[src/sv/mma_pkg.sv]
// shared types and constants for the multichannel moving average
package mma_pkg;

    localparam int READING_W = 10;
    localparam int QCH_W     = 3;
    localparam int SELECT_W  = 3;

    // the mux select is masked to four bits before it is cut to the port width
    localparam logic [3:0] SELECT_MASK = 4'hF;

    typedef enum logic
    {
        OP_SAMPLE = 1'b0,
        OP_QUERY  = 1'b1
    } op_t;

    // status that travels with a window sum to the output stage
    typedef struct packed
    {
        logic                start_conversion;
        logic [SELECT_W-1:0] next_channel;
    } res_ctrl_t;

endpackage

[src/sv/mma_window.sv]
// channel pointers, sample ring memory and per-channel window sums
module mma_window #(
    parameter int CHANNELS = 6,
    parameter int WINDOW   = 16,
    parameter int SUM_W    = 14,
    parameter int CH_W     = 3,
    parameter int PW       = 4
) (
    input  logic                       clk,
    input  logic                       rst_n,
    input  logic                       in_valid,
    output logic                       in_ready,
    input  mma_pkg::op_t               in_op,
    input  logic [mma_pkg::READING_W-1:0] in_reading,
    input  logic [mma_pkg::QCH_W-1:0]  in_qch,
    output logic                       out_valid,
    input  logic                       out_ready,
    output logic [SUM_W-1:0]           out_sum,
    output mma_pkg::res_ctrl_t         out_ctrl
);
    import mma_pkg::*;

    localparam int ADDR_W = CH_W + PW;
    localparam int DEPTH  = CHANNELS * (2 ** PW);
    localparam int QW     = CH_W + QCH_W;

    // pointer state, updated when a sample is accepted; window sums follow in the sum stage
    logic [CH_W-1:0]  cur_ch_reg;
    logic [PW-1:0]    pos_reg     [CHANNELS];
    logic             wrapped_reg [CHANNELS];
    logic [SUM_W-1:0] sum_reg     [CHANNELS];

    logic [READING_W-1:0] mem [0:DEPTH-1];

    // first stage
    logic                 s1_valid_reg;
    op_t                  s1_op_reg;
    logic [READING_W-1:0] s1_reading_reg;
    logic [QCH_W-1:0]     s1_qch_reg;
    logic [CH_W-1:0]      s1_ch_reg;
    logic [PW-1:0]        s1_pos_reg;
    logic                 s1_old_ok_reg;
    logic [SELECT_W-1:0]  s1_next_reg;
    logic [READING_W-1:0] s1_old_reg;

    // sum stage
    logic             out_valid_reg;
    logic [SUM_W-1:0] out_sum_reg;
    res_ctrl_t        out_ctrl_reg;

    logic                 in_fire;
    logic                 s1_adv;
    logic [CH_W-1:0]      ch_inc;
    logic [PW-1:0]        pos_cur;
    logic [PW-1:0]        pos_inc;
    logic [ADDR_W-1:0]    rd_addr;
    logic [ADDR_W-1:0]    wr_addr;
    logic                 fwd;
    logic [3:0]           sel_wide;
    logic [SELECT_W-1:0]  sel_next;
    logic [QW-1:0]        qch_wide;
    logic                 q_in_range;
    logic [CH_W-1:0]      q_idx;
    logic [READING_W-1:0] old_val;
    logic [SUM_W-1:0]     new_sum;
    logic [SUM_W-1:0]     res_sum;

    always_comb
    begin
        s1_adv   = s1_valid_reg && (!out_valid_reg || out_ready);
        in_ready = !s1_valid_reg || s1_adv;
        in_fire  = in_valid && in_ready;

        if (cur_ch_reg == CH_W'(CHANNELS - 1))
            ch_inc = '0;
        else
            ch_inc = cur_ch_reg + CH_W'(1);

        pos_cur = pos_reg[cur_ch_reg];
        if (pos_cur == PW'(WINDOW - 1))
            pos_inc = '0;
        else
            pos_inc = pos_cur + PW'(1);

        rd_addr = {cur_ch_reg, pos_cur};
        wr_addr = {s1_ch_reg, s1_pos_reg};
        // only when one ring slot is reused by back-to-back samples
        fwd = s1_valid_reg && (s1_op_reg == OP_SAMPLE) && (wr_addr == rd_addr);

        if (in_op == OP_SAMPLE)
            sel_wide = 4'(ch_inc) & SELECT_MASK;
        else
            sel_wide = 4'(cur_ch_reg) & SELECT_MASK;
        sel_next = sel_wide[SELECT_W-1:0];

        qch_wide   = QW'(s1_qch_reg);
        q_in_range = qch_wide < QW'(CHANNELS);
        q_idx      = qch_wide[CH_W-1:0];

        old_val = s1_old_ok_reg ? s1_old_reg : '0;
        new_sum = sum_reg[s1_ch_reg] - SUM_W'(old_val) + SUM_W'(s1_reading_reg);

        if (s1_op_reg == OP_SAMPLE)
            res_sum = new_sum;
        else if (q_in_range)
            res_sum = sum_reg[q_idx];
        else
            res_sum = '0;
    end

    always_ff @(posedge clk or negedge rst_n)
    begin
        if (!rst_n)
        begin
            cur_ch_reg    <= '0;
            s1_valid_reg  <= 1'b0;
            out_valid_reg <= 1'b0;
            for (int i = 0; i < CHANNELS; i++)
            begin
                pos_reg[i]     <= '0;
                wrapped_reg[i] <= 1'b0;
                sum_reg[i]     <= '0;
            end
        end
        else
        begin
            if (in_fire && in_op == OP_SAMPLE)
            begin
                cur_ch_reg          <= ch_inc;
                pos_reg[cur_ch_reg] <= pos_inc;
                if (pos_cur == PW'(WINDOW - 1))
                    wrapped_reg[cur_ch_reg] <= 1'b1;
            end

            if (s1_adv && s1_op_reg == OP_SAMPLE)
                sum_reg[s1_ch_reg] <= new_sum;

            if (in_fire)
                s1_valid_reg <= 1'b1;
            else if (s1_adv)
                s1_valid_reg <= 1'b0;

            if (s1_adv)
                out_valid_reg <= 1'b1;
            else if (out_ready)
                out_valid_reg <= 1'b0;
        end
    end

    always_ff @(posedge clk)
    begin
        if (in_fire)
        begin
            s1_op_reg      <= in_op;
            s1_reading_reg <= in_reading;
            s1_qch_reg     <= in_qch;
            s1_ch_reg      <= cur_ch_reg;
            s1_pos_reg     <= pos_cur;
            s1_old_ok_reg  <= wrapped_reg[cur_ch_reg];
            s1_next_reg    <= sel_next;
            s1_old_reg     <= fwd ? s1_reading_reg : mem[rd_addr];
        end
        if (s1_adv && s1_op_reg == OP_SAMPLE)
            mem[wr_addr] <= s1_reading_reg;
        if (s1_adv)
        begin
            out_sum_reg                   <= res_sum;
            out_ctrl_reg.start_conversion <= (s1_op_reg == OP_SAMPLE);
            out_ctrl_reg.next_channel     <= s1_next_reg;
        end
    end

    assign out_valid = out_valid_reg;
    assign out_sum   = out_sum_reg;
    assign out_ctrl  = out_ctrl_reg;

endmodule

[src/sv/mma_divider.sv]
// divides a window sum by the window length with a reciprocal multiply
module mma_divider #(
    parameter int WINDOW = 16,
    parameter int SUM_W  = 14
) (
    input  logic                          clk,
    input  logic                          rst_n,
    input  logic                          in_valid,
    output logic                          in_ready,
    input  logic [SUM_W-1:0]              in_sum,
    input  mma_pkg::res_ctrl_t            in_ctrl,
    output logic                          out_valid,
    input  logic                          out_ready,
    output logic [mma_pkg::READING_W-1:0] out_average,
    output mma_pkg::res_ctrl_t            out_ctrl
);
    import mma_pkg::*;

    // exact for every sum below 2**SUM_W
    localparam int L      = (WINDOW > 1) ? $clog2(WINDOW) : 0;
    localparam int SHIFT  = SUM_W + L;
    localparam int RECIP_W = SUM_W + 2;
    localparam longint unsigned RECIP = ((64'd1 << SHIFT) + WINDOW - 1) / WINDOW;
    localparam int PROD_W = SUM_W + RECIP_W;

    logic                 out_valid_reg;
    logic [READING_W-1:0] avg_reg;
    res_ctrl_t            ctrl_reg;

    logic [PROD_W-1:0] product;
    logic              fire;

    always_comb
    begin
        in_ready = !out_valid_reg || out_ready;
        fire     = in_valid && in_ready;
        product  = PROD_W'(in_sum) * PROD_W'(RECIP_W'(RECIP));
    end

    always_ff @(posedge clk or negedge rst_n)
    begin
        if (!rst_n)
            out_valid_reg <= 1'b0;
        else if (fire)
            out_valid_reg <= 1'b1;
        else if (out_ready)
            out_valid_reg <= 1'b0;
    end

    always_ff @(posedge clk)
    begin
        if (fire)
        begin
            avg_reg  <= product[SHIFT +: READING_W];
            ctrl_reg <= in_ctrl;
        end
    end

    assign out_valid   = out_valid_reg;
    assign out_average = avg_reg;
    assign out_ctrl    = ctrl_reg;

endmodule

[src/sv/multichannel_moving_average.sv]
// Multichannel boxcar moving average with round-robin channel sampling.
//
// Input stream (s_axis): tuser is the item kind (0 sample, 1 query). A sample
// carries the converter reading of the current channel; a query names a
// channel in query_channel. Every item gives exactly one result item.
// Output stream (m_axis): the window average of the sampled or queried
// channel, the mux select of the channel to convert next, and in tuser the
// start strobe, high for results of sample items.
// Throughput is one item per clock while the receiver takes results. An
// accepted item passes three registers: the input register, loaded as it
// is accepted; the window-sum register (one subtract and one add on the
// ring memory's registered read); and the output register, loaded with the
// reciprocal multiply.
// Reset clears the channel pointer, ring positions and sums at once; ring
// slots never written read as zero through a per-channel wrap flag, so the
// early windows average in zeros and no clearing pass is needed.
// When the receiver stalls the result holds and the pipeline fills; tready
// drops only when all three stages hold items.
module multichannel_moving_average #(
    parameter int CHANNELS = 6,
    parameter int WINDOW   = 16
) (
    input  logic        clk,
    input  logic        rst_n,
    input  logic        s_axis_tvalid,
    output logic        s_axis_tready,
    input  logic [15:0] s_axis_tdata,   // reading[9:0], query_channel[12:10], zeros
    input  logic [0:0]  s_axis_tuser,   // op[0]
    output logic        m_axis_tvalid,
    input  logic        m_axis_tready,
    output logic [15:0] m_axis_tdata,   // average[9:0], next_channel[12:10], zeros
    output logic [0:0]  m_axis_tuser    // start_conversion[0]
);
    import mma_pkg::*;

    localparam int SUM_W = $clog2(WINDOW * 1023 + 1);
    localparam int CH_W  = (CHANNELS > 1) ? $clog2(CHANNELS) : 1;
    localparam int PW    = (WINDOW > 1) ? $clog2(WINDOW) : 1;

    op_t                  in_op;
    logic                 sum_valid;
    logic                 sum_ready;
    logic [SUM_W-1:0]     sum_data;
    res_ctrl_t            sum_ctrl;
    logic [READING_W-1:0] average;
    res_ctrl_t            res_ctrl;

    assign in_op = op_t'(s_axis_tuser[0]);

    mma_window #(
        .CHANNELS (CHANNELS),
        .WINDOW   (WINDOW),
        .SUM_W    (SUM_W),
        .CH_W     (CH_W),
        .PW       (PW)
    ) u_window (
        .clk        (clk),
        .rst_n      (rst_n),
        .in_valid   (s_axis_tvalid),
        .in_ready   (s_axis_tready),
        .in_op      (in_op),
        .in_reading (s_axis_tdata[9:0]),
        .in_qch     (s_axis_tdata[12:10]),
        .out_valid  (sum_valid),
        .out_ready  (sum_ready),
        .out_sum    (sum_data),
        .out_ctrl   (sum_ctrl)
    );

    mma_divider #(
        .WINDOW (WINDOW),
        .SUM_W  (SUM_W)
    ) u_divider (
        .clk         (clk),
        .rst_n       (rst_n),
        .in_valid    (sum_valid),
        .in_ready    (sum_ready),
        .in_sum      (sum_data),
        .in_ctrl     (sum_ctrl),
        .out_valid   (m_axis_tvalid),
        .out_ready   (m_axis_tready),
        .out_average (average),
        .out_ctrl    (res_ctrl)
    );

    assign m_axis_tdata = {3'b000, res_ctrl.next_channel, average};
    assign m_axis_tuser = res_ctrl.start_conversion;

endmodule

[config.mk]
export PLATFORM = sky130hd
export DESIGN_NAME = multichannel_moving_average
export DESIGN_NICKNAME = d
export VERILOG_FILES = /design/src/sv/mma_pkg.sv /design/src/sv/mma_window.sv /design/src/sv/mma_divider.sv /design/src/sv/multichannel_moving_average.sv
export SDC_FILE = /design/constraint.sdc
export NUM_CORES = 1
export LEC_CHECK = 0
export ABC_AREA = 1
export BUFFER_PORTS_ARGS = -buffer_cell sky130_fd_sc_hd__buf_2
export CAP_MARGIN = 20
export CORE_MARGIN = 2
export CORE_UTILIZATION = 35
export CTS_CLUSTER_DIAMETER = 30
export DETAILED_ROUTE_END_ITERATION = 10
export PLACE_DENSITY_LB_ADDON = 0.25
export SYNTH_ARGS = -nofsm -noshare
export SYNTH_HDL_FRONTEND = slang
export SYNTH_SLANG_ARGS = --single-unit
[constraint.sdc]
create_clock -name clk -period 8.77 [get_ports clk]
set_clock_uncertainty 0.1 [all_clocks]
set_input_delay 0.877 -clock clk [delete_from_list [all_inputs] [get_ports clk]]
set_output_delay 0.877 -clock clk [all_outputs]
set_load 0.05 [all_outputs]
; ---- Yosys cells after proc, flatten, opt, wreduce, memory -nomap -nowiden
; Memories as Yosys holds them, arrays and structs flattened. A register that Yosys moved wholly into a read port is not among the register bits.
; Cells that the tools add are included.
[word_totals]
mem_bits_ro = 0
ramBits = 960
reg_bits = 177
mem_count = 1
latchBits = 0
[op_classes]
add_sub_neg = 4
n_reduce_logical = 17
bitwise_logic = 6
magnitude_cmp = 6
shift = 0
n_mux = 34
n_mul = 0
div_mod_pow = 0
n_eq_ne = 2
[memory_table]
columns = name, depth, width, rd, rd_clocked_by_memory_dff, write_ports, line
row1 = u_window.mem, 96, 10, 1, 1, 1, mma_window.sv:33  ; logic [READING_W-1:0] mem [0:DEPTH-1];
[op_table]
columns = cell, count
row1 = $mux 14, 7
row2 = $bmux 14 s3, 2
row3 = $bwmux 84, 1
row4 = $demux 14 s3, 1
row5 = $bwmux 24, 1
row6 = $mux 4, 4
row7 = $add 14x10->14, 1
row8 = $sub 14x10->14, 1
row9 = $bmux 4 s3, 1
row10 = $demux 4 s3, 1
row11 = $ge 4x4->1 const B, 3
row12 = $not 3->4, 3
row13 = $mux 1, 11
row14 = $mux 10, 1
row15 = $lt 4x1->1 const B, 2
row16 = $logic_and 1x1->1, 7
row17 = $mux 3, 2
row18 = $or 6x6->6, 1
row19 = $reduce_bool 2->1, 3
row20 = $add 4x1->4 const B, 1
row21 = $eq 4x4->1 const B, 1
row22 = $add 3x1->3 const B, 1
row23 = $bmux 1 s3, 1
row24 = $demux 1 s3, 1
row25 = other kinds (6), 11

; ---- Longest topological paths before layout
; Gate-level depths: netlist of run 1.
[depth]
word_depth = 8
depth_mapped = 21

; ---- Modules after synthesis
; Synthesis of run 1 repeated with hierarchy kept, for this count alone.
[unflattened]
cells_unflattened = 4523
area_unflattened_um2 = 49039.5
[modules_own_cells]
columns = mod, instances, cells_per_inst, area_each_um2, seq_area_each_um2
row1 = mma_window, 1, 4499, 48547.8, 33397.0
row2 = mma_divider, 1, 20, 465.4, 445.4
row3 = multichannel_moving_average, 1, 4, 26.3, 0.0

; ---- Least setup slack after synthesis of run 1
; OpenSTA, ideal clock, no wires.
[synth_path]
kind = register -> register
startpoint = register u_window.s1_reading_reg[3]
endpoint = register u_window.out_sum_reg[12] (netlist: u_window.out_sum[12]), data pin
arrival_ns = 3.833
synth_period_minus_slack_ns = 4.205
setup_slack_ns = 4.565
setup_ns = 0.272
path_stages_with_launch = 13
path_buffers = 0
required_ns = 8.398
cell_sequence = edfxtp_1 -> inv_1 -> fa_1 -> inv_1 -> ha_1 -> nand2_1 -> o21ai_0 -> a21oi_1 -> o21ai_0 -> a21oi_1 -> o21bai_1 -> xnor2_1 -> a21oi_1
[synth_between]
elab_chain_cells = 2
[synth_rtl]
columns = element, line
row1 = "start, declared", mma_window.sv:38  ; logic [READING_W-1:0] s1_reading_reg;
row2 = "start signal, assigned", mma_window.sv:155  ; s1_reading_reg <= in_reading;
row3 = $add 14x10->14, mma_window.sv:101  ; new_sum = sum_reg[s1_ch_reg] - SUM_W'(old_val) + SUM_W'(s1_reading_reg);
row4 = $mux 14, mma_window.sv:103  ; if (s1_op_reg == OP_SAMPLE)
row5 = net u_window.res_sum[12], mma_window.sv:66  ; logic [SUM_W-1:0] res_sum;
row6 = "end signal, assigned", mma_window.sv:167  ; out_sum_reg <= res_sum;
row7 = "end, declared", mma_window.sv:48  ; logic [SUM_W-1:0] out_sum_reg;
; The timed path passes the listed nets, and every way through them passes these cells.
; A chain may end at the register's enable or synchronous reset.

; ---- Final worst setup path of run 1
[layout_path]
startpoint = register u_window.cur_ch_reg[0]
endpoint = register u_window.s1_old_reg[2] (read register of u_window.mem), data pin
[layout_between]
elab_chain_cells = 4
[layout_rtl]
columns = element, line
row1 = "start, declared", mma_window.sv:28  ; logic [CH_W-1:0] cur_ch_reg;
row2 = "start signal, assigned", mma_window.sv:129  ; cur_ch_reg <= ch_inc;
row3 = $not 3->4 (not written as such), mma_window.sv:79  ; pos_cur = pos_reg[cur_ch_reg];
row4 = $bmux 4 s3, mma_window.sv:79
row5 = $mux 4 (not written as such) (2 in a row), mma_window.sv:79
row6 = "end, declared", mma_window.sv:44  ; logic [READING_W-1:0] s1_old_reg;
; Several ways; a longest one is shown, not always the timed one. The select of a mux whose other input is x is not followed.

==> run_results.csv, run 1 <==
group,metric,value,unit
outcome,status,"complete, no violations",
logic_synthesis,yosys.area_share.simple,20.2,%
critical_path,cp_max_fo,80,
floorplanning,num_rows,139,
floorplanning,core,0.143,mm2
logic_synthesis,synth_top_family_by_area,"simple AND/OR/NAND/NOR gates",
timing,fmax,179,MHz
logic_synthesis,synthXorXnorAreaFrac,0.260,%
clocking,h-tree-depth,4,
global_routing,antenna_found_initial,5,
logic_synthesis,yosysTopAreaCell,"edfxtp_1",
critical_path,crit_slowest_cell,"inv_2",
timing,grt_setup_unrepaired,"false",
pwr,swShare,42.4,%
floorplanning,ioPinCount,40,
logic_synthesis,ys_ff_latch,1143,
global_routing,track_usage,19.4,%
clocking,path_clk_slew,50,ps
worst_hold_path,hold_class,"input port to async pin",
clocking,clock_insertion_delay_worst_skew,820,ps
critical_path,cp.required,9240,ps
logic_synthesis,synth_seq_area_share,66.7,%
placed_design,place_congestion,0.808,
drt,firstDrtPassIters,5,
drt,drtIter0Drc,3462,
critical_path,crit_buf_inv,5,
placed_design,portBuffers,33,
pwr,ir_drop,0.576,mV
timing,worstMarginPinSlew,1100,ps
critical_path,end_kind,"flop",
logic_synthesis,netlist.area_leader.share,60.7,%
floorplanning,initial_core_util,35.2,%
critical_path,worst_path_largest_cell_delay,820,ps
clocking,numCtsBuffers,232,
logic_synthesis,muxShareOfSynthArea,0,%
pwr,p_per_area,432,mW/mm2
timing,hold_violations,0,
logic_synthesis,synth-edff-count,1023,
critical_path,crit_arrival,6060,ps
clocking,clock-sinks,1143,
final_layout,fin_nets,5124,
critical_path,ff2ff_setup_slack,3180,ps
clocking,cts.repair.resized,0,
timing,slew_headroom,26.5,%
pwr,power,26.2,mW
pwr,clockPowerShare,33.7,%
global_routing,grt_pass1_vias,34170,
critical_path,worstReg2RegStart,"u_window.cur_ch_reg[0]",
critical_path,startpoint_type,"flop",
floorplanning,die-height,384,um
floorplanning,die_area,0.148,mm2
placed_design,dp_hpwl,77.8,mm
clocking,cts_tree,"yes",
pwr,power_switching,11.1,mW
timing,fin_setup_tns,0,ps
timing,slew_viol_final,0,
critical_path,cp_cell_sequence,"buf_4 -> inv_2 -> nand2_1 -> nand3_4 -> buf_4 -> nand2_1 -> nor2_4 -> buf_4 -> nand2_1 -> nand3_1 -> nand2_1 -> nand2_1 -> nand3_1 -> nand3_1 -> nand2_1 -> nand2_1 -> nand3_1 -> nand2_1 -> inv_1",
critical_path,reg2reg_to,"u_window.s1_old_reg[2]",
floorplanning,fp.dieW,384,um
drt,routed_wl,144,mm
timing,period_minus_slack,5590,ps
logic_synthesis,mappedNetlistArea,0.0506,mm2
pwr,internal_power,15.1,mW
drt,drc_errors,0,
critical_path,crit_type,"flop to flop",
timing,finalSetupViolations,0,
clocking,clockBufferDepth,3,
logic_synthesis,synth.distinct_cells,48,
flow_run,drv_cap,0,
final_layout,drive_gt1_share,9.71,%
logic_synthesis,netlist_instances,4991,
critical_path,crit_family,"buffers and inverters",
global_routing,grt_max_degree,183,
drt,wl_per_cell,20.0,um
logic_synthesis,synth_area_per_cell,10.1,um2
critical_path,path_common_cell,"nand2_1",
global_routing,grt_pass1_wl,215,mm
final_layout,fillers,13399,
timing,hold_slack,85.1,ps
logic_synthesis,ys.flop_type,"edfxtp_1",
logic_synthesis,yosys_warnings,0,
drt,antenna_left,0,
clocking,cts_root_buffer,"clkbuf_16",
clocking,ctsHoldBuffers,0,
final_layout,area_growth,19.8,%
logic_synthesis,synthAdderAreaFrac,0.767,%
logic_synthesis,synth-compound-area-share,4.22,%
pwr,p_seq_share,25.5,%
final_layout,largest_reg_flops,960,
logic_synthesis,yosys-top-cells-area,"edfxtp_1, nand2_1, dfrtp_1",
critical_path,reg2reg_depth,19,
pwr,p_leak,25.0,nW
timing,timing.final.crit_share,63.8,%
drt,vias,35247,
logic_synthesis,async_flop_share,10.5,%
pwr,pwr-share-comb,40.8,%
clocking,cts_setup_buffers,0,
final_layout,n_antenna_cell,0,
drt,viasPerCell,4.91,
logic_synthesis,synthTopCellsByCount,"nand2_1, edfxtp_1, inv_1",
logic_synthesis,synthMostInstantiatedCell,"nand2_1",
global_routing,grt-ovfl-total,0,
## placed cells by master (no fill, tap or decap), types with 15 or more instances in the layout
cell / count
a21oi_1: 75
buf_2: 32
buf_4: 61
bufinv_16: 32
clkbuf_1: 23
clkbuf_16: 236
clkinv_1: 43
clkinv_2: 43
clkinvlp_4: 24
dfrtp_1: 120
edfxtp_1: 1023
ha_1: 15
inv_1: 692
nand2_1: 1426
nand3_1: 523
nand4_1: 91
nor2_1: 378
o211ai_1: 25
o21ai_0: 192
o21ai_1: 40
o22ai_1: 20
## cell families (layout without fill, tap and decap cells)
family	after synthesis	count (layout)
compound gates	387	387
xor+xnor	15	15
fa+ha+maj	25	25
buf+inv	960	1249
flops	1143	1143
other cells	1	3
simple gates	2460	2460
## power by group through the flow
stage                     clock (mW)  sequential [mW]  combinational [mW]
after global routing            9.22             6.70                11.8
after detailed placement           0             6.75                10.7
after global placement             0             6.74                10.6
after CTS                       8.94             6.66                10.7
final                           8.83             6.66                10.7
after floorplan                    0             6.80                7.05
## how the worst max path moves through the flow
stage | startpoint | to | cells after the start
finish | u_window.cur_ch_reg[0] | u_window.s1_old_reg[2] | 19
floorplan | u_window.s1_reading_reg[3] | u_window.out_sum[12] | 12
global placement | u_window.s1_ch_reg[1] | u_window.out_sum[12] | 14
CTS | u_window.cur_ch_reg[0] | u_window.s1_old_reg[0] | 19
global route | u_window.cur_ch_reg[0] | u_window.s1_old_reg[2] | 19
detailed placement | u_window.cur_ch_reg[0] | u_window.s1_old_reg[0] | 19
## stage by stage
| step | area (um2) | cells | worst slack (ps) | utilization (%) |
|---|---|---|---|---|
| after global routing | 60600 | 7185 | 2860 | 42.2 |
| after CTS | 60500 | 7172 | 3250 | 42.1 |
| after floorplan | 50600 | 4993 | 4560 | - |
| after global placement | 52400 | 6730 | 3180 | 36.6 |
| final | 60600 | 7185 | 3180 | 42.2 |
| after detailed placement | 52500 | 6734 | 3240 | 36.6 |
## per-layer routing
metal / part of all wire, % / wire length [um] / track usage [%] / vias to the layer above
met5: 0.0076 / 11 / 0 / -
met4: 3.0 / 4380 / 7.87 / 2
met3: 6.5 / 9330 / 3.11 / 280
met2: 46 / 66500 / 30.7 / 1220
met1: 44 / 63600 / 26.6 / 17002
li1: - / - / - / 16743
## cell type report
cell class                      count  area [um2]  area share [%]
Clock buffer                      263        6050            9.98
Timing Repair Buffer              112         900            1.48
Clock inverter                    175        1930            3.19
Sequential cell                  1143       33700            55.7
Multi-Input combinational cell   2890       13000            21.4
Inverter                          699        2620            4.33
Tap cell                         1903        2380            3.93
Power figures use the tool's default switching activity.
==> inputs of run 2 (changes only) <==
Clock period 8.77 ns to 5.6 ns, I/O delays scaled along.
==> run 2 against run 1 <==
Utilization grew 0.67 points. Non-clock buffer count grew 58. Largest power group unchanged. Critical endpoint is now u_window.out_sum[12]. Critical path depth shrank 2.
==> run_results.csv, run 2 (synthesis results as in run 1) <==
group,metric,value,unit
final_layout,n_antenna_cell,0,
final_layout,final_common_cell,"nand2_1",
critical_path,crit_arrival,5300,ps
clocking,cts_tree,"yes",
clocking,cts_root_buffer,"clkbuf_16",
final_layout,fin_nets,5191,
pwr,power,42.1,mW
drt,firstDrtPassIters,6,
final_layout,fin_cells,7249,
critical_path,end_kind,"flop",
floorplanning,ioPinCount,40,
critical_path,startpoint_type,"flop",
global_routing,grt-ovfl-total,0,
timing,period_minus_slack,4860,ps
clocking,clock_insertion_delay_worst_skew,840,ps
critical_path,cp_max_fo,11,
final_layout,final_cell_area,0.0615,mm2
timing,fmax,206,MHz
floorplanning,core,0.143,mm2
timing,hold_slack,294,ps
timing,slew_viol_final,0,
global_routing,grt_max_degree,120,
global_routing,grt_pass1_wl,221,mm
pwr,power_switching,17.7,mW
timing,fin_setup_tns,0,ps
flow_run,drv_cap,0,
drt,viasPerCell,4.94,
critical_path,ff2ff_setup_slack,740,ps
final_layout,layout_common_cells,"nand2_1, edfxtp_1, inv_1",
pwr,pwr-share-comb,40.8,%
clocking,clock-sinks,1143,
final_layout,drive_gt1_share,10.3,%
floorplanning,fp.dieW,384,um
timing,finalSetupViolations,0,
floorplanning,initial_core_util,35.2,%
floorplanning,die-height,384,um
clocking,clockBufferDepth,3,
timing,worstMarginPinSlew,1150,ps
pwr,p_per_area,684,mW/mm2
final_layout,area_growth,21.7,%
drt,vias,35846,
placed_design,portBuffers,33,
drt,drc_errors,0,
timing,slew_headroom,22.7,%
timing,timing.final.crit_share,86.7,%
global_routing,busiest_layer,"met2",
pwr,internal_power,24.5,mW
outcome,status,"complete, no violations",
clocking,cts_setup_buffers,0,
final_layout,largest_reg_flops,960,
clocking,h-tree-depth,4,
pwr,p_leak,25.5,nW
global_routing,antenna_found_initial,2,
global_routing,grt_use_met1,27.3,%
placed_design,place_area,0.0529,mm2
worst_hold_path,hold_class,"flop to flop",
placed_design,dp_hpwl,83.0,mm
drt,antenna_left,0,
clocking,path_clk_slew,50,ps
placed_design,place_congestion,0.861,
drt,wl_per_cell,20.5,um
placed_design,place_inst,6783,
floorplanning,die_area,0.148,mm2
drt,routed_wl,149,mm
timing,hold_violations,0,
pwr,ir_drop,0.815,mV
critical_path,crit_type,"flop to flop",
drt,drtIter0Drc,3918,
global_routing,track_usage,20.0,%
global_routing,use_met2,32.1,%
clocking,numCtsBuffers,241,
timing,grt_setup_unrepaired,"false",
pwr,p_seq_share,24.8,%
pwr,swShare,41.9,%
global_routing,grtUsageMet3,3.55,%
global_routing,grt_pass1_vias,34401,
critical_path,cp.required,6050,ps
pwr,clockPowerShare,34.4,%
floorplanning,num_rows,139,
[run 2: cell count changes in the layout (fill, tap and decap cells not counted), moves of 3 or more]
cell	before	now
buf_12	9	17
clkinv_4	14	4
dlygate4sd3_1	0	17
clkinv_16	2	7
clkbuf_1	23	34
bufinv_16	32	41
inv_6	13	4
buf_4	61	99
clkinv_1	43	40
clkbuf_16	236	242
[run 2: worst paths after layout]
| path | from | to | cells past startpoint |
|---|---|---|---|
| hold reg to reg | u_window.out_ctrl[0] | u_divider.out_ctrl[0] | 0 |
| max in group asynchronous | rst_n | u_window.sum_reg[18] | 3 |
| min in group asynchronous | rst_n | u_divider.out_valid | 2 |
| setup / recovery | u_window.s1_ch_reg[1] | u_window.out_sum[12] | 17 |
| setup reg to reg | u_window.s1_ch_reg[1] | u_window.out_sum[12] | 17 |
| hold / removal | u_window.out_ctrl[0] | u_divider.out_ctrl[0] | 0 |
[run 2: per-layer routing]
metal | share of wire, % | vias to the layer above
li1 | - | 16860
met1 | 43 | 17471
met2 | 47 | 1250
met3 | 7.1 | 265
met4 | 2.7 | 0
met5 | 0 | -
[run 2: timing repair]
item,4_1_cts,5_1_grt
hold buffers,17,0
resized for setup,0,0
hold endpoints to repair,86,0
[run 2: area by class of cell]
cell class	count	area (um2)
fill	13388	81900
sequential	1143	33700
multi-input combinational	2890	13000
clock buffer	279	6220
inverter	699	2620
tap	1903	2380
clock inverter	165	2150
timing repair buffer	170	1470
[run 2: metrics by stage]
step           setup slack [ps]  util, %
2_1_floorplan              1390        -
3_3_place_gp                820     36.9
3_5_place_dp                764     36.9
4_1_cts                     760     42.9
5_1_grt                     434     42.9
6_report                    744     42.9
[run 2: power by group through the flow]
stage	Combinational, mW	Clock [mW]	Sequential [mW]
after floorplan	11.0	0	10.6
after global placement	17.1	0	10.6
after detailed placement	17.1	0	10.6
after CTS	17.2	14.6	10.4
after global routing	18.9	15.1	10.5
final	17.2	14.5	10.4
[run 2: critical path: stages, from the launching register on]
cell,delay (ps)
edfxtp_1,410
nor2_1,80
nand2_1,480
inv_1,130
nand2_1,80
o21ai_0,70
a2111oi_0,870
fa_1,560
inv_1,80
ha_1,270
nand2_1,100
o21ai_0,80
a21oi_1,240
o21ai_0,190
a21oi_1,180
o21bai_1,90
xnor2_1,430
a21oi_1,130
